===== config.mk =====
export PLATFORM = sky130hd
export DESIGN_NAME = open_addressing_hash_set_flat
export DESIGN_NICKNAME = d
export VERILOG_FILES = /design/src/oahs_pkg.sv /design/src/oahs_in_if.sv /design/src/oahs_out_if.sv /design/src/oahs_ram.sv /design/src/oahs_useq.sv /design/src/oahs_dp.sv /design/src/open_addressing_hash_set.sv /design/src/flat_wrapper.sv
export SDC_FILE = /design/constraint.sdc
export NUM_CORES = 2
export LEC_CHECK = 0
export BUFFER_PORTS_ARGS = -buffer_cell sky130_fd_sc_hd__buf_4
export CAP_MARGIN = 30
export CORE_UTILIZATION = 35
export CTS_BUF_LIST = sky130_fd_sc_hd__clkbuf_4 sky130_fd_sc_hd__clkbuf_8 sky130_fd_sc_hd__clkbuf_16
export DETAILED_ROUTE_END_ITERATION = 16
export PLACE_DENSITY = 0.53
export SLEW_MARGIN = 20
export SYNTH_ARGS = -nofsm -noshare
export SYNTH_HDL_FRONTEND = slang
export SYNTH_SLANG_ARGS = --single-unit

===== constraint.sdc =====
create_clock -name i_clk -period 5.5 [get_ports i_clk]
set_clock_uncertainty 0.15 [all_clocks]
set_input_delay 1.1 -clock i_clk [delete_from_list [all_inputs] [get_ports i_clk]]
set_output_delay 1.1 -clock i_clk [all_outputs]
set_load 0.005 [all_outputs]

===== src/oahs_pkg.sv =====
// Shared types, constants and the control store of the open-addressing hash set.
package oahs_pkg;

    localparam int KEY_W  = 32;
    localparam int SLOT_W = 6;
    localparam int OP_W   = 2;
    localparam int ST_W   = 2;
    localparam int APB_AW = 3;
    localparam int APB_DW = 32;
    localparam int BIT_CW = 1;

    localparam logic REG_PROBE_MODE = 1'b0;

    typedef enum logic [OP_W-1:0] {
        OP_INSERT = 2'd0,
        OP_SEARCH = 2'd1,
        OP_REMOVE = 2'd2
    } t_opcode;

    typedef enum logic [ST_W-1:0] {
        ST_EMPTY = 2'd0,
        ST_USED  = 2'd1,
        ST_TOMB  = 2'd2
    } t_status;

    typedef enum logic [2:0] {
        S_CLR,
        S_IDLE,
        S_DIV,
        S_INIT,
        S_RD,
        S_EVAL,
        S_FIN
    } t_step;

    typedef enum logic [2:0] {
        A_CLR,
        A_IDLE,
        A_DIV,
        A_INIT,
        A_RD,
        A_EVAL,
        A_FIN
    } t_act;

    typedef enum logic [2:0] {
        C_ALWAYS,
        C_CLR_LAST,
        C_IN_VALID,
        C_DIV_LAST,
        C_NOP_OP,
        C_STOP,
        C_OUT_FREE
    } t_cond;

    typedef struct packed {
        t_act  act;
        t_cond cond;
        t_step jmp;
        t_step nxt;
    } t_uword;

    typedef struct packed {
        logic clr_last;
        logic in_valid;
        logic div_last;
        logic nop_op;
        logic stop;
        logic out_free;
    } t_stat;

    function automatic t_uword ucode(input t_step s);
        t_uword w;
        unique case (s)
            S_CLR:   w = '{act: A_CLR,  cond: C_CLR_LAST, jmp: S_IDLE, nxt: S_CLR};
            S_IDLE:  w = '{act: A_IDLE, cond: C_IN_VALID, jmp: S_DIV,  nxt: S_IDLE};
            S_DIV:   w = '{act: A_DIV,  cond: C_DIV_LAST, jmp: S_INIT, nxt: S_DIV};
            S_INIT:  w = '{act: A_INIT, cond: C_NOP_OP,   jmp: S_FIN,  nxt: S_RD};
            S_RD:    w = '{act: A_RD,   cond: C_ALWAYS,   jmp: S_EVAL, nxt: S_EVAL};
            S_EVAL:  w = '{act: A_EVAL, cond: C_STOP,     jmp: S_FIN,  nxt: S_RD};
            S_FIN:   w = '{act: A_FIN,  cond: C_OUT_FREE, jmp: S_IDLE, nxt: S_FIN};
            default: w = '{act: A_IDLE, cond: C_ALWAYS,   jmp: S_IDLE, nxt: S_IDLE};
        endcase
        return w;
    endfunction

endpackage


===== src/oahs_in_if.sv =====
// Request channel carrying an opcode and a key.
interface oahs_in_if;
    import oahs_pkg::*;

    logic                    valid;
    logic                    ready;
    logic [OP_W-1:0]         opcode;
    logic signed [KEY_W-1:0] key;

    modport source (output valid, output opcode, output key, input ready);
    modport sink (input valid, input opcode, input key, output ready);
endinterface


===== src/oahs_out_if.sv =====
// Response channel carrying the found flag, the slot and the full flag.
interface oahs_out_if;
    import oahs_pkg::*;

    logic              valid;
    logic              ready;
    logic              found;
    logic [SLOT_W-1:0] slot;
    logic              full_res;

    modport source (output valid, output found, output slot, output full_res, input ready);
    modport sink (input valid, input found, input slot, input full_res, output ready);
endinterface


===== src/oahs_ram.sv =====
// Generic simple dual-port RAM with one write port and a registered read port.
module oahs_ram #(
    parameter int WIDTH = 34,
    parameter int DEPTH = 64
) (
    input  logic                     i_clk,
    input  logic                     i_we,
    input  logic [$clog2(DEPTH)-1:0] i_waddr,
    input  logic [WIDTH-1:0]         i_wdata,
    input  logic                     i_re,
    input  logic [$clog2(DEPTH)-1:0] i_raddr,
    output logic [WIDTH-1:0]         o_rdata
);
    logic [WIDTH-1:0] r_mem [DEPTH];
    logic [WIDTH-1:0] r_rdata;

    always_ff @(posedge i_clk) begin
        if (i_we) begin
            r_mem[i_waddr] <= i_wdata;
        end
        if (i_re) begin
            r_rdata <= r_mem[i_raddr];
        end
    end

    assign o_rdata = r_rdata;
endmodule


===== src/oahs_useq.sv =====
// Microcode sequencer: step counter, control store lookup and conditional jumps.
module oahs_useq (
    input  logic             i_clk,
    input  logic             i_rst_n,
    input  oahs_pkg::t_stat  i_stat,
    output oahs_pkg::t_uword o_uw
);
    import oahs_pkg::*;

    t_step  r_step;
    t_step  n_step;
    t_uword uw;
    logic   take;

    always_ff @(posedge i_clk) begin
        if (!i_rst_n) begin
            r_step <= S_CLR;
        end else begin
            r_step <= n_step;
        end
    end

    always_comb begin
        uw = ucode(r_step);
        unique case (uw.cond)
            C_ALWAYS:   take = 1'b1;
            C_CLR_LAST: take = i_stat.clr_last;
            C_IN_VALID: take = i_stat.in_valid;
            C_DIV_LAST: take = i_stat.div_last;
            C_NOP_OP:   take = i_stat.nop_op;
            C_STOP:     take = i_stat.stop;
            C_OUT_FREE: take = i_stat.out_free;
            default:    take = 1'b1;
        endcase
        n_step = take ? uw.jmp : uw.nxt;
    end

    assign o_uw = uw;
endmodule


===== src/oahs_dp.sv =====
// Datapath: home slot divider, probe address generator, slot memory and result register.
module oahs_dp #(
    parameter int TABLE_SIZE = 64
) (
    input  logic             i_clk,
    input  logic             i_rst_n,
    input  oahs_pkg::t_uword i_uw,
    input  logic             i_probe_mode,
    output oahs_pkg::t_stat  o_stat,
    oahs_in_if.sink          i_in,
    oahs_out_if.source       o_out
);
    import oahs_pkg::*;

    localparam int           IW    = $clog2(TABLE_SIZE);
    localparam int           MW    = ST_W + KEY_W;
    localparam logic [IW:0]  N_EXT = (IW + 1)'(TABLE_SIZE);
    localparam logic [IW-1:0] LAST = IW'(TABLE_SIZE - 1);
    localparam logic [2*KEY_W-1:0] RECIP = (2*KEY_W)'((64'd1 << KEY_W) / TABLE_SIZE);

    logic [OP_W-1:0]   r_op;
    logic [KEY_W-1:0]  r_key;
    logic [KEY_W-1:0]  r_mag;
    logic [KEY_W-1:0]  r_quo;
    logic [BIT_CW-1:0] r_bcnt;
    logic [IW:0]       r_rem;
    logic [IW-1:0]     r_idx;
    logic [IW-1:0]     r_i;
    logic [IW-1:0]     r_d;
    logic              r_hit;
    logic              r_have_free;
    logic [IW-1:0]     r_free_idx;
    logic              r_out_valid;
    logic              r_found;
    logic [SLOT_W-1:0] r_slot;
    logic              r_full;

    logic [KEY_W-1:0]   key_in;
    logic [KEY_W-1:0]   mag_in;
    logic [2*KEY_W-1:0] prod;
    logic [IW:0]        qn;
    logic [IW:0]        rem_lo;
    logic [IW-1:0]      stp;
    logic [IW:0]        idx_sum;
    logic [IW-1:0]      idx_nx;
    logic [IW:0]        d_sum;
    logic [IW-1:0]      d_nx;
    logic [MW-1:0]      rdata;
    t_status            rd_st;
    logic               is_empty;
    logic               is_tomb;
    logic               is_match;
    logic               last;
    logic               stop;
    logic               out_free;
    logic               accept;
    logic               fin_fire;
    logic               op_ins;
    logic               op_rem;
    logic               ram_we;
    logic [IW-1:0]      ram_waddr;
    logic [MW-1:0]      ram_wdata;
    logic               ram_re;

    assign key_in = i_in.key;
    assign mag_in = key_in[KEY_W-1] ? (~key_in + KEY_W'(1)) : key_in;

    // The quotient estimate is at most one short, so the low bits of the
    // difference hold a value below twice the table size.
    assign prod   = {{KEY_W{1'b0}}, r_mag} * RECIP;
    assign qn     = r_quo[IW:0] * N_EXT;
    assign rem_lo = r_mag[IW:0] - qn;

    assign stp     = i_probe_mode ? r_d : IW'(1);
    assign idx_sum = {1'b0, r_idx} + {1'b0, stp};
    assign idx_nx  = (idx_sum >= N_EXT) ? IW'(idx_sum - N_EXT) : IW'(idx_sum);
    assign d_sum   = {1'b0, r_d} + (IW + 1)'(2);
    assign d_nx    = (d_sum >= N_EXT) ? IW'(d_sum - N_EXT) : IW'(d_sum);

    assign rd_st    = t_status'(rdata[KEY_W +: ST_W]);
    assign is_empty = (rd_st == ST_EMPTY);
    assign is_tomb  = (rd_st == ST_TOMB);
    assign is_match = (rd_st == ST_USED) && (rdata[KEY_W-1:0] == r_key);
    assign last     = (r_i == LAST);
    assign stop     = is_empty || is_match || last;

    assign op_ins   = (r_op == OP_INSERT);
    assign op_rem   = (r_op == OP_REMOVE);
    assign out_free = !r_out_valid || o_out.ready;
    assign accept   = (i_uw.act == A_IDLE) && i_in.valid;
    assign fin_fire = (i_uw.act == A_FIN) && out_free;

    assign i_in.ready = (i_uw.act == A_IDLE);

    assign o_stat.clr_last = (r_idx == LAST);
    assign o_stat.in_valid = i_in.valid;
    assign o_stat.div_last = (r_bcnt == {BIT_CW{1'b1}});
    assign o_stat.nop_op   = !(op_ins || op_rem || (r_op == OP_SEARCH));
    assign o_stat.stop     = stop;
    assign o_stat.out_free = out_free;

    always_comb begin
        ram_we    = 1'b0;
        ram_waddr = r_idx;
        ram_wdata = {ST_EMPTY, r_key};
        ram_re    = (i_uw.act == A_RD);
        if (i_uw.act == A_CLR) begin
            ram_we = 1'b1;
        end else if (fin_fire) begin
            if (r_hit && op_rem) begin
                ram_we    = 1'b1;
                ram_wdata = {ST_TOMB, r_key};
            end else if (!r_hit && op_ins && r_have_free) begin
                ram_we    = 1'b1;
                ram_waddr = r_free_idx;
                ram_wdata = {ST_USED, r_key};
            end
        end
    end

    oahs_ram #(
        .WIDTH(MW),
        .DEPTH(TABLE_SIZE)
    ) u_ram (
        .i_clk  (i_clk),
        .i_we   (ram_we),
        .i_waddr(ram_waddr),
        .i_wdata(ram_wdata),
        .i_re   (ram_re),
        .i_raddr(r_idx),
        .o_rdata(rdata)
    );

    always_ff @(posedge i_clk) begin
        if (!i_rst_n) begin
            r_idx       <= '0;
            r_out_valid <= 1'b0;
        end else begin
            if (accept) begin
                r_op   <= i_in.opcode;
                r_key  <= key_in;
                r_mag  <= mag_in;
                r_rem  <= '0;
                r_bcnt <= '0;
            end
            unique case (i_uw.act)
                A_CLR: begin
                    r_idx <= (r_idx == LAST) ? '0 : r_idx + IW'(1);
                end
                A_DIV: begin
                    if (r_bcnt == '0) begin
                        r_quo <= prod[2*KEY_W-1:KEY_W];
                    end else begin
                        r_rem <= rem_lo;
                    end
                    r_bcnt <= r_bcnt + BIT_CW'(1);
                end
                A_INIT: begin
                    r_idx       <= (r_rem >= N_EXT) ? IW'(r_rem - N_EXT) : IW'(r_rem);
                    r_i         <= '0;
                    r_d         <= IW'(1);
                    r_hit       <= 1'b0;
                    r_have_free <= 1'b0;
                end
                A_EVAL: begin
                    if ((is_empty || is_tomb) && !r_have_free) begin
                        r_have_free <= 1'b1;
                        r_free_idx  <= r_idx;
                    end
                    if (is_match) begin
                        r_hit <= 1'b1;
                    end
                    if (!stop) begin
                        r_idx <= idx_nx;
                        r_d   <= d_nx;
                        r_i   <= r_i + IW'(1);
                    end
                end
                default: begin
                end
            endcase
            if (fin_fire) begin
                r_out_valid <= 1'b1;
                r_found     <= r_hit;
                r_full      <= !r_hit && op_ins && !r_have_free;
                if (r_hit) begin
                    r_slot <= SLOT_W'(r_idx);
                end else if (op_ins && r_have_free) begin
                    r_slot <= SLOT_W'(r_free_idx);
                end else begin
                    r_slot <= '0;
                end
            end else if (o_out.ready) begin
                r_out_valid <= 1'b0;
            end
        end
    end

    assign o_out.valid    = r_out_valid;
    assign o_out.found    = r_found;
    assign o_out.slot     = r_slot;
    assign o_out.full_res = r_full;
endmodule


===== src/open_addressing_hash_set.sv =====
// Top level of the open-addressing hash set with its configuration register.
// The block keeps a table of TABLE_SIZE signed 32-bit keys and serves one insert, search or
// remove word at a time. After reset it marks every slot empty and takes no word meanwhile.
// Each word then finds its home slot by multiplying the key magnitude by the reciprocal of
// TABLE_SIZE and subtracting the product back, and probes from 1 to TABLE_SIZE slots; every
// probe reads the slot memory and then compares. An unused opcode skips the probes.
// A finished result waits in an output register while the next word is taken; a word stalls
// in its final step for as long as the previous result has not been taken.
// The probe mode register at byte address 0 selects linear (0) or
// quadratic (1) probing and should only be written while no word is in progress.
module open_addressing_hash_set #(
    parameter int TABLE_SIZE = 64
) (
    input  logic                          i_clk,
    input  logic                          i_rst_n,
    oahs_in_if.sink                       i_in,
    oahs_out_if.source                    o_out,
    input  logic                          psel,
    input  logic                          penable,
    input  logic                          pwrite,
    input  logic [oahs_pkg::APB_AW-1:0]   paddr,
    input  logic [oahs_pkg::APB_DW-1:0]   pwdata,
    output logic [oahs_pkg::APB_DW-1:0]   prdata,
    output logic                          pready
);
    import oahs_pkg::*;

    logic   r_probe_mode;
    logic   cfg_sel;
    t_uword uw;
    t_stat  stat;

    assign cfg_sel = (paddr[2] == REG_PROBE_MODE);

    always_ff @(posedge i_clk) begin
        if (!i_rst_n) begin
            r_probe_mode <= 1'b0;
        end else if (psel && penable && pwrite && cfg_sel) begin
            r_probe_mode <= pwdata[0];
        end
    end

    assign pready = 1'b1;
    assign prdata = cfg_sel ? {{(APB_DW - 1){1'b0}}, r_probe_mode} : '0;

    oahs_useq u_useq (
        .i_clk  (i_clk),
        .i_rst_n(i_rst_n),
        .i_stat (stat),
        .o_uw   (uw)
    );

    oahs_dp #(
        .TABLE_SIZE(TABLE_SIZE)
    ) u_dp (
        .i_clk       (i_clk),
        .i_rst_n     (i_rst_n),
        .i_uw        (uw),
        .i_probe_mode(r_probe_mode),
        .o_stat      (stat),
        .i_in        (i_in),
        .o_out       (o_out)
    );
endmodule


===== src/flat_wrapper.sv =====
// flat-port wrapper written by rule: the top's interface ports become plain ports
module open_addressing_hash_set_flat import oahs_pkg::*;
#(
    parameter int TABLE_SIZE = 64
)
  (i_clk, i_rst_n, psel, penable, pwrite, paddr, pwdata, prdata, pready, i_in_valid, i_in_opcode, i_in_key, i_in_ready, o_out_valid, o_out_found, o_out_slot, o_out_full_res, o_out_ready);
  oahs_in_if i_in_i ();
  oahs_out_if o_out_i ();
  input  logic i_clk;
  input  logic i_rst_n;
  input  logic psel;
  input  logic penable;
  input  logic pwrite;
  input  logic [oahs_pkg::APB_AW-1:0] paddr;
  input  logic [oahs_pkg::APB_DW-1:0] pwdata;
  output logic [oahs_pkg::APB_DW-1:0] prdata;
  output logic pready;
  input wire logic [$bits(i_in_i.valid)-1:0] i_in_valid;
  input wire logic [$bits(i_in_i.opcode)-1:0] i_in_opcode;
  input wire logic [$bits(i_in_i.key)-1:0] i_in_key;
  output wire logic [$bits(i_in_i.ready)-1:0] i_in_ready;
  output wire logic [$bits(o_out_i.valid)-1:0] o_out_valid;
  output wire logic [$bits(o_out_i.found)-1:0] o_out_found;
  output wire logic [$bits(o_out_i.slot)-1:0] o_out_slot;
  output wire logic [$bits(o_out_i.full_res)-1:0] o_out_full_res;
  input wire logic [$bits(o_out_i.ready)-1:0] o_out_ready;
  assign i_in_i.valid = i_in_valid;
  assign i_in_i.opcode = i_in_opcode;
  assign i_in_i.key = i_in_key;
  assign i_in_ready = i_in_i.ready;
  assign o_out_valid = o_out_i.valid;
  assign o_out_found = o_out_i.found;
  assign o_out_slot = o_out_i.slot;
  assign o_out_full_res = o_out_i.full_res;
  assign o_out_i.ready = o_out_ready;
  open_addressing_hash_set #(.TABLE_SIZE(TABLE_SIZE)) u_core (.i_clk(i_clk), .i_rst_n(i_rst_n), .i_in(i_in_i), .o_out(o_out_i), .psel(psel), .penable(penable), .pwrite(pwrite), .paddr(paddr), .pwdata(pwdata), .prdata(prdata), .pready(pready));
endmodule

==> results_dict.tcl <==
set metrics [dict create \
    ys_ff_latch 2294 \
    clockBufferDepth 3 \
    cts_tree "built" \
    max_freq_ghz 0.235 \
    mappedNetlistArea_mm2 0.0883 \
    layout_commonest_cell "edfxtp_1" \
    grt_overflow 0 \
    drt-initial-drc-count 4488 \
    synth_compound_area_share_pct 1.15 \
    holdWs_ns 0.263 \
    post_dp_cell_area_mm2 0.0944 \
    drv_cap 0 \
    critPathArrivalTime_ns 4.58 \
    setup_ws_ns 1.24 \
    r2r_start "u_core.u_dp.r_hit" \
    critPathMaxFanout 83 \
    power.density_mw_per_mm2 349 \
    power_mw 35.5 \
    synth_top_area_share_pct 77.7 \
    grt_pass1_wl_um 314000 \
    synth-xor-area-share_pct 0.476 \
    synth_warnings 0 \
    hold_class "in -> reg" \
    pwr-share-comb_pct 3.8 \
    async_flop_share_pct 0 \
    grt_max_degree 96 \
    wl_um 221000 \
    finalCritPeriodShare_pct 77.4 \
    place_ws_ns 1.09 \
    dieArea_mm2 0.254 \
    area_growth_pct 15.1 \
    synth_mux_area_share_pct 17.6 \
    slew_viol_final 0 \
    synth_edf_count 2283 \
    synth_adder_area_share_pct 0.136 \
    worst_pin_slew_ns 0.991 \
    start_kind "register" \
    ir_worst_vdd_mv 0.328 \
    insertion_delay_ns 0.86 \
    max_slew_margin_pct 34.0 \
    worst-path-stages 8 \
    row_count 184 \
    drive_above_1_share_pct 32.9 \
    yosysUniqueCellTypes 61 \
    initial_utilization_pct 35.2 \
    final_nets 4049 \
    gp_congestion 0.838 \
    yosys.area.top_type "edfxtp_1" \
    wl_met3_um 16400 \
    htree_levels 4 \
    final_core_util_pct 40.5 \
    syn_inst 3680 \
    fin_crit_ns 4.26 \
    highest_layer "met5" \
    seq_area_frac_synth_pct 77.9 \
    vias 40200 \
    cts_setup_buffers 0 \
    numCtsBuffers 226 \
    ios 119 \
    drtPass1Iterations 5 \
    status "finished, final reports clean" \
    numPortBuffers 53 \
    critPathCaptureType "register" \
    worst_path_max_delay_cell "edfxtp_1" \
    drtAntennaViolNets 0 \
    rsz0062_at_grt "false" \
    final_area_mm2 0.102 \
    holdBufCountCts 0 \
    intPower_mw 28.2 \
    core-area_mm2 0.251 \
    route.detailed.drc 0 \
    p_sw_share_pct 20.5 \
    cpLargestDelayFamily "simple AND/OR/NAND/NOR gates" \
    synth_ff_type "edfxtp_1" \
    finalSetupViolations 0 \
    grt_usage_pct 17.3 \
    crit_type "reg -> reg" \
    post_cts_resized 0 \
    min_to "u_core.u_dp.r_key[14]" \
    critPathMaxStageDelay_ns 0.56 \
    path_cells "nor4b_4, nor3b_2, buf_12, mux2_2, nor2_1, nand2_1, nor2_4, buf_4" \
    dp_cells 7084 \
    wl_per_cell_um 29.4 \
    fp.dieH_um 504 \
    synthTopCellsByArea "edfxtp_1 78%, mux4_2 17%, buf_4 0.50%" \
    cts.sinks 2294 \
    setup_tns_ns 0 \
    clk_pin_slew_worst_paths_ns 0.06 \
    synthSimpleGateAreaFrac_pct 1.35 \
    switching_power_mw 7.28 \
    hold_violations 0 \
    vias_per_cell 5.35 \
    r2r_cells 8 \
    cts_root_buf "clkbuf_16" \
    dr_wl_met2_um 99300 \
    r2r_setup_slack_ns 1.24 \
    avgSynthCellArea_um2 24.0 \
    power.leakage_nw 30.9 \
    worstReg2RegEnd "u_core.u_dp.u_ram.r_mem[60][28]" \
    holdPathStages 1 \
    dp_hpwl_um 130000 \
    grt_pass1_vias 40900 \
    die_w_um 504 \
    p_clk_share_pct 42.5 \
    seqPwrFrac_pct 53.7 \
    final_cell_mix "2283 x edfxtp_1, 680 x mux4_2, 228 x clkbuf_16" \
    crit_required_ns 5.82 \
    min_from "i_in_key[14]" \
    wl_met1_um 102000 \
    worst-path-buf-inv 2 \
    instances_no_fill 7512 \
    synth_top_family_by_area "multiplexers" \
    antenna_found_initial 16 \
]
[cell type report]
| class | instances | area, um^2 |
|---|---|---|
| Fill cell | 22000 | 149000 |
| Sequential cell | 2294 | 68800 |
| Multi-Input combinational cell | 1188 | 18900 |
| Clock buffer | 281 | 6100 |
| Tap cell | 3348 | 4190 |
| Timing Repair Buffer | 242 | 2450 |
| Clock inverter | 142 | 1100 |
| Inverter | 12 | 47.5 |
| Antenna cell | 5 | 12.5 |
[cells in the mapped netlist, drive strengths merged, types with 3 or more instances]
| library cell | instances |
|---|---|
| edfxtp | 2283 |
| mux4 | 680 |
| buf | 125 |
| nor2 | 96 |
| clkbuf | 91 |
| nand2 | 54 |
| xnor2 | 44 |
| a22oi | 36 |
| o21ai | 25 |
| mux2i | 21 |
| nand2b | 21 |
| a21oi | 20 |
| nor3 | 15 |
| a22o | 14 |
| nand3 | 13 |
| o211ai | 12 |
| dfxtp | 11 |
| inv | 11 |
| nand4 | 11 |
| nor2b | 10 |
| a211oi | 9 |
| and2 | 9 |
| ha | 8 |
| nand3b | 5 |
| xor2 | 4 |
| a31oi | 3 |
| and3 | 3 |
| mux2 | 3 |
| nor4 | 3 |
| o31ai | 3 |
| o41ai | 3 |
| or3 | 3 |
[per-layer routing]
| layer | up-vias | global-route usage [%] |
|---|---|---|
| met3 | 223 | 3.65 |
| li1 | 16400 | - |
| met4 | 4 | 3.14 |
| met2 | 1345 | 25.7 |
| met5 | - | 0 |
| met1 | 22200 | 26.4 |
[worst max path at each step]
stage                      start                         endpoint
2_1_floorplan        o_out_ready   u_core.u_dp.u_ram.r_mem[32][0]
3_3_place_gp         o_out_ready  u_core.u_dp.u_ram.r_mem[20][20]
3_5_place_dp         o_out_ready  u_core.u_dp.u_ram.r_mem[20][19]
4_1_cts        u_core.u_dp.r_hit  u_core.u_dp.u_ram.r_mem[60][28]
5_1_grt        u_core.u_dp.r_hit   u_core.u_dp.u_ram.r_mem[60][9]
6_report       u_core.u_dp.r_hit  u_core.u_dp.u_ram.r_mem[60][28]
[cells by family after synthesis]
group,Yosys count
AOI/OAI and AO/OA,145
buffers and inverters,228
muxes,704
xor gates and xnor gates,48
and+or+nand+nor,250
adders and majority gates,9
DFF,2294
other,2
[state kept, by name, indices dropped and copies added, names as in the netlist, 2 cells and up]
| signal | count |
|---|---|
| u_core.u_dp.r_free_idx | 6 |
| u_core.u_dp.r_key | 32 |
| u_core.u_dp.r_d | 5 |
| u_core.u_dp.r_i | 6 |
| u_core.u_dp.r_op | 2 |
| u_core.u_dp.u_ram.r_mem | 2176 |
| u_core.u_dp.r_rem | 6 |
| u_core.u_dp.u_ram.o_rdata | 34 |
| u_core.u_dp.r_idx | 6 |
| u_core.u_dp.r_mag | 5 |
| u_core.u_dp.o_out.slot | 6 |
| u_core.u_useq.r_step | 3 |
[power groups by stage]
stage	clock network, mW	logic, mW	registers, mW
after floorplan	0	0.966	19.4
after global placement	0	1.39	19.4
after detailed placement	0	1.38	19.4
after CTS	15.4	1.39	19.0
after global routing	16.1	1.45	19.0
final	15.1	1.36	19.0
[worst register-to-register path, cell delays in order, from the launching register on]
cell	delay, ns
edfxtp_1	0.56
nor4b_4	0.47
nor3b_2	0.32
buf_12	0.35
mux2_2	0.45
nor2_1	0.15
nand2_1	0.49
nor2_4	0.30
buf_4	0.53
No activity file was read; power rests on OpenSTA's default activity.
